**src/wmm_pkg.sv**
```systemverilog
`timescale 1ns / 1ps

package wmm_pkg;

    localparam int TIME_W      = 32;
    localparam int SAMPLE_W    = 16;
    localparam int BATCH_DEPTH = 4;
    localparam int CNT_W       = $clog2(BATCH_DEPTH + 1);

    localparam logic [TIME_W-1:0] WIDTH_RESET = TIME_W'(1000);

    typedef struct packed {
        logic [TIME_W-1:0]          sample_x;
        logic signed [SAMPLE_W-1:0] sample_y;
        logic                       last_sample;
    } t_sample;

    typedef struct packed {
        logic [TIME_W-1:0]          window_start;
        logic signed [SAMPLE_W-1:0] peak_value;
        logic                       is_max;
        logic                       run_last;
    } t_result;

    typedef struct packed {
        logic [CNT_W-1:0]              count;
        t_result [BATCH_DEPTH-1:0]     item;
    } t_batch;

endpackage

```
**src/wmm_core.sv**
```systemverilog
`timescale 1ns / 1ps

module wmm_core import wmm_pkg::*; (
    input  logic              i_clk,
    input  logic              i_rst_n,
    input  logic              i_in_valid,
    output logic              o_in_ready,
    input  t_sample           i_in_data,
    input  logic              i_cfg_valid,
    input  logic [TIME_W-1:0] i_cfg_data,
    input  logic              i_load_ok,
    output logic              o_load,
    output t_batch            o_batch
);

    logic                       r_in_valid;
    t_sample                    r_in;
    logic [TIME_W-1:0]          r_width;
    logic                       r_open;
    logic [TIME_W-1:0]          r_start;
    logic signed [SAMPLE_W-1:0] r_min;
    logic signed [SAMPLE_W-1:0] r_max;

    logic                       n_open;
    logic [TIME_W-1:0]          n_start;
    logic signed [SAMPLE_W-1:0] n_min;
    logic signed [SAMPLE_W-1:0] n_max;

    logic                       consume;
    logic [TIME_W-1:0]          elapsed;
    logic                       close;
    logic                       last;
    logic signed [SAMPLE_W-1:0] y;
    t_result                    a_min, a_max, b_min, b_max;

    assign consume    = r_in_valid && i_load_ok;
    assign o_in_ready = !r_in_valid || consume;
    assign o_load     = consume;

    assign y       = r_in.sample_y;
    assign last    = r_in.last_sample;
    assign elapsed = r_in.sample_x - r_start;
    assign close   = r_open && (elapsed >= r_width);

    always_comb begin
        if (!r_open || close) begin
            n_start = r_in.sample_x;
            n_min   = y;
            n_max   = y;
        end else begin
            n_start = r_start;
            n_min   = (y < r_min) ? y : r_min;
            n_max   = (y > r_max) ? y : r_max;
        end
        n_open = !last;

        a_min = '{window_start: r_start, peak_value: r_min, is_max: 1'b0, run_last: 1'b0};
        a_max = '{window_start: r_start, peak_value: r_max, is_max: 1'b1, run_last: 1'b0};
        b_min = '{window_start: n_start, peak_value: n_min, is_max: 1'b0, run_last: 1'b0};
        b_max = '{window_start: n_start, peak_value: n_max, is_max: 1'b1, run_last: 1'b1};

        o_batch.item[0] = close ? a_min : b_min;
        o_batch.item[1] = close ? a_max : b_max;
        o_batch.item[1].run_last = !(close && last);
        o_batch.item[2] = b_min;
        o_batch.item[3] = b_max;
        o_batch.count   = (close ? CNT_W'(2) : CNT_W'(0)) + (last ? CNT_W'(2) : CNT_W'(0));
    end

    always_ff @(posedge i_clk) begin
        if (!i_rst_n) begin
            r_in_valid <= 1'b0;
            r_open     <= 1'b0;
            r_width    <= WIDTH_RESET;
        end else begin
            if (i_in_valid && o_in_ready) begin
                r_in_valid <= 1'b1;
            end else if (consume) begin
                r_in_valid <= 1'b0;
            end
            if (consume) begin
                r_open <= n_open;
            end
            if (i_cfg_valid) begin
                r_width <= i_cfg_data;
            end
        end
    end

    always_ff @(posedge i_clk) begin
        if (i_in_valid && o_in_ready) begin
            r_in <= i_in_data;
        end
        if (consume) begin
            r_start <= n_start;
            r_min   <= n_min;
            r_max   <= n_max;
        end
    end

endmodule

```
**src/wmm_outbuf.sv**
```systemverilog
`timescale 1ns / 1ps

module wmm_outbuf import wmm_pkg::*; (
    input  logic    i_clk,
    input  logic    i_rst_n,
    input  logic    i_load,
    input  t_batch  i_batch,
    output logic    o_load_ok,
    output logic    o_out_valid,
    input  logic    i_out_ready,
    output t_result o_out_data
);

    logic [CNT_W-1:0]          r_cnt;
    t_result [BATCH_DEPTH-1:0] r_buf;
    logic                      pop;

    assign o_out_valid = (r_cnt != '0);
    assign o_out_data  = r_buf[0];
    assign pop         = o_out_valid && i_out_ready;
    assign o_load_ok   = (r_cnt == '0) || ((r_cnt == CNT_W'(1)) && i_out_ready);

    always_ff @(posedge i_clk) begin
        if (!i_rst_n) begin
            r_cnt <= '0;
        end else if (i_load) begin
            r_cnt <= i_batch.count;
        end else if (pop) begin
            r_cnt <= r_cnt - CNT_W'(1);
        end
    end

    always_ff @(posedge i_clk) begin
        if (i_load) begin
            r_buf <= i_batch.item;
        end else if (pop) begin
            for (int k = 0; k < BATCH_DEPTH - 1; k++) begin
                r_buf[k] <= r_buf[k+1];
            end
        end
    end

endmodule

```
**src/window_minmax_downsampler.sv**
```systemverilog
`timescale 1ns / 1ps

// Peak-detecting downsampler. Samples (timestamp, value) enter one per cycle, as the
// result buffer allows, into an input register; a sample that closes a window, or is
// flagged last, emits the window minimum then maximum tagged with the window start
// (up to four results per sample). A sample waits there until the buffer is empty or
// passing its final result; results drain one per cycle while the output is ready.
// Results pass the input register, then the result buffer. window_width resets to 1000;
// the user must write it through the cfg channel while the block is idle (unenforced).

module window_minmax_downsampler import wmm_pkg::*; (
    input  logic              i_clk,
    input  logic              i_rst_n,
    input  logic              i_in_valid,
    output logic              o_in_ready,
    input  t_sample           i_in_data,
    output logic              o_out_valid,
    input  logic              i_out_ready,
    output t_result           o_out_data,
    input  logic              i_cfg_valid,
    output logic              o_cfg_ready,
    input  logic [TIME_W-1:0] i_cfg_data
);

    logic   load_ok;
    logic   load;
    t_batch batch;

    assign o_cfg_ready = 1'b1;

    wmm_core u_core (
        .i_clk       (i_clk),
        .i_rst_n     (i_rst_n),
        .i_in_valid  (i_in_valid),
        .o_in_ready  (o_in_ready),
        .i_in_data   (i_in_data),
        .i_cfg_valid (i_cfg_valid),
        .i_cfg_data  (i_cfg_data),
        .i_load_ok   (load_ok),
        .o_load      (load),
        .o_batch     (batch)
    );

    wmm_outbuf u_outbuf (
        .i_clk       (i_clk),
        .i_rst_n     (i_rst_n),
        .i_load      (load),
        .i_batch     (batch),
        .o_load_ok   (load_ok),
        .o_out_valid (o_out_valid),
        .i_out_ready (i_out_ready),
        .o_out_data  (o_out_data)
    );

endmodule
```
**config.mk**
```make
export PLATFORM = sky130hd
export DESIGN_NAME = window_minmax_downsampler
export DESIGN_NICKNAME = d
export VERILOG_FILES = /design/src/wmm_pkg.sv /design/src/wmm_core.sv /design/src/wmm_outbuf.sv /design/src/window_minmax_downsampler.sv
export SDC_FILE = /design/constraint.sdc
export NUM_CORES = 1
export LEC_CHECK = 0
export ABC_AREA = 1
export BUFFER_PORTS_ARGS = -buffer_cell sky130_fd_sc_hd__buf_2
export CORE_ASPECT_RATIO = 1.75
export CORE_MARGIN = 4
export CORE_UTILIZATION = 55
export CTS_CLUSTER_SIZE = 14
export DETAILED_ROUTE_END_ITERATION = 8
export PLACE_DENSITY = 0.71
export REMOVE_ABC_BUFFERS = 1
export SLEW_MARGIN = 20
export SYNTH_ARGS = -nofsm -noshare
export SYNTH_HDL_FRONTEND = slang
export SYNTH_HIERARCHICAL = 1
export SYNTH_SLANG_ARGS = --single-unit
```
**constraint.sdc**
```tcl
create_clock -name i_clk -period 15.4 [get_ports i_clk]
set_clock_uncertainty 0.2 [all_clocks]
set_input_delay 0.77 -clock i_clk [delete_from_list [all_inputs] [get_ports i_clk]]
set_output_delay 0.77 -clock i_clk [all_outputs]
set_load 0.02 [all_outputs]
```
==> flow_summary.json <==
{
  "postCtsResizedCells": 0,
  "grt_setup_unrepaired": "no",
  "cts_sinks": 350,
  "ant_nets": 0,
  "status": "complete, no violations",
  "cap_violations": 0,
  "clock_latency_ps": 520,
  "p_leak_nw": 8.97,
  "tns_ps": 0,
  "critPathTopFamily": "simple AND/OR/NAND/NOR gates",
  "ios": 139,
  "cp.required_ps": 15620,
  "layout_commonest_cell": "nand2_1",
  "wl_um": 41300,
  "setup-violations-final": 0,
  "cts_max_path_buffers": 3,
  "min_path_type": "input port to register",
  "ys_types": 39,
  "num_rows": 89,
  "drtIter0Drc": 820,
  "cp_max_fo": 34,
  "multiInputGateArea_um2": 6700,
  "grt-ovfl-total": 0,
  "grt_pass1_vias": 13000,
  "syn_to_final_growth_pct": 6.69,
  "start_kind": "register",
  "synth-async-reset-ratio": 0,
  "wire_per_inst_um": 16.3,
  "critPathKind": "register to register",
  "start_util": 0.558,
  "clk_root_buffer_cell": "clkbuf_16",
  "grt_pass1_wl_um": 65900,
  "cts_setup_buffers": 0,
  "synth-seq-area-share": 0.538,
  "io_buffers": 137,
  "vias": 13200,
  "max_slew.worst_pin.slew_ps": 1020,
  "netlist_area_um2": 18800,
  "ir_drop_mv": 0.122,
  "synth_cells": 2065,
  "synth_edf_count": 313,
  "period_share": 0.362,
  "mostFrequentLayoutCells": "739 x nand2_1, 313 x edfxtp_1, 194 x inv_1",
  "crit_arrival_ps": 5800,
  "crit_path_end_kind": "register",
  "dp_hpwl_um": 28900,
  "synth_warnings": 6,
  "antenna_found_initial": 0,
  "hold_buffers": 0,
  "die_w_um": 148,
  "die_y_um": 253,
  "numCtsBuffers": 34,
  "maxSlewHeadroom": 0.320,
  "cts_tree": "done",
  "grt_max_degree": 94,
  "slew_viol_final": 0,
  "ys.flop_type": "edfxtp_1",
  "core-area_um2": 33700,
  "htreeDepth": 2,
  "fill_cells": 2907,
  "fmax_mhz": 179,
  "diodes": 0,
  "fin_crit_ps": 5580,
  "critical_path.most_common_cell": "nand2_1",
  "drtPass1Iterations": 6,
  "clkTransAtPathRegs_ps": 60,
  "die_area_um2": 37400,
  "ys_seq_elements": 350,
  "power.density_nw_per_um2": 183,
  "drc": 0,
  "vias_per_cell": 5.19,
  "cp_slowest_cell": "inv_2",
  "drive_above_1_share": 0.102,
  "crit_buf_inv": 3,
  "gp_congestion": 0.923,
  "max_stage_delay_ps": 750,
  "final-seq-area_um2": 10100,
  "grt_use_total": 0.220,
  "whs_ps": 221,
  "final_nets": 2246,
  "syn_avg_cell_area_um2": 9.12,
  "hold_viol_final": 0
}
through the flow:
| step | instances | util | instance area [um2] | total power (W) | setup slack [ps] |
|---|---|---|---|---|---|
| 2_1_floorplan | 1878 | - | 17600 | 0.00249 | 2500 |
| 3_3_place_gp | 2479 | 0.561 | 18900 | 0.00280 | 9950 |
| 3_5_place_dp | 2479 | 0.561 | 18900 | 0.00283 | 9830 |
| 4_1_cts | 2540 | 0.595 | 20100 | 0.00371 | 9830 |
| 5_1_grt | 2540 | 0.595 | 20100 | 0.00392 | 9390 |
| 6_report | 2540 | 0.595 | 20100 | 0.00367 | 9820 |
metal layers:
layer / vias to the layer above / part of all wire / global-route usage
met5: - / 0 / 0
met4: 0 / 0.041 / 0.0893
met3: 87 / 0.039 / 0.0260
met2: 312 / 0.54 / 0.414
met1: 6128 / 0.38 / 0.252
li1: 6644 / - / -
cells in the mapped netlist, drive strengths merged (16+ instances only):
master	number	area share
nand3	92	0.026
buf	172	0.064
nand2	743	0.15
xor2	16	0.0074
inv	198	0.039
edfxtp	313	0.50
dfxtp	37	0.039
o21ai	127	0.034
clkbuf	21	0.0042
and2	31	0.010
nor2	52	0.011
ha	99	0.066
a21oi	103	0.028
layout make-up:
class / instances / share of cell area
well taps: 455 / 0.0283
clock buffers: 50 / 0.0516
repair buffers: 146 / 0.0375
clock inverters: 11 / 0.00666
inverters: 198 / 0.0375
multi-input cells: 1330 / 0.334
flip-flops and latches: 350 / 0.505
state kept, by name, summed over array words and instances, names as in the netlist:
signal               count
u_outbuf/r_cnt           3
u_core/r_start          32
u_core/r_in_valid        1
u_core/r_min            16
u_core/r_open            1
u_core/r_in             32
u_outbuf/r_buf         150
u_core/y                16
u_core/r_width          32
u_outbuf/o_out_data     50
u_core/last              1
u_core/r_max            16
cells by family after synthesis:
kind of cell             Yosys count  synth area share
AO/OA/AOI/OAI                    254            0.0708
XOR/XNOR                          28            0.0130
other                              3          0.000598
buffers and inverters            391             0.108
adder cells (fa/ha/maj)          100            0.0668
flip-flops                       350             0.538
AND/OR/NAND/NOR                  939             0.203
path summary, 6_finish.rpt:
check,from,cells past startpoint,to,slack (ps)
min reg2reg,u_core/r_width[4]$_SDFFE_PN0P_,2,u_core/r_width[4]$_SDFFE_PN0P_,260
min,i_in_data[13],1,u_core/y[12]$_DFFE_PP_,220
max,u_core/r_in[17]$_DFFE_PP_,28,u_outbuf/r_cnt[1]$_SDFFE_PN0P_,9820
max reg2reg,u_core/r_in[17]$_DFFE_PP_,28,u_outbuf/r_cnt[1]$_SDFFE_PN0P_,9820
where the power goes:
part,internal [W],switching (W)
logic,0.000368,0.000877
registers,0.00146,0.0000956
clock network,0.000518,0.000348
(Power assumes the default switching activity.)
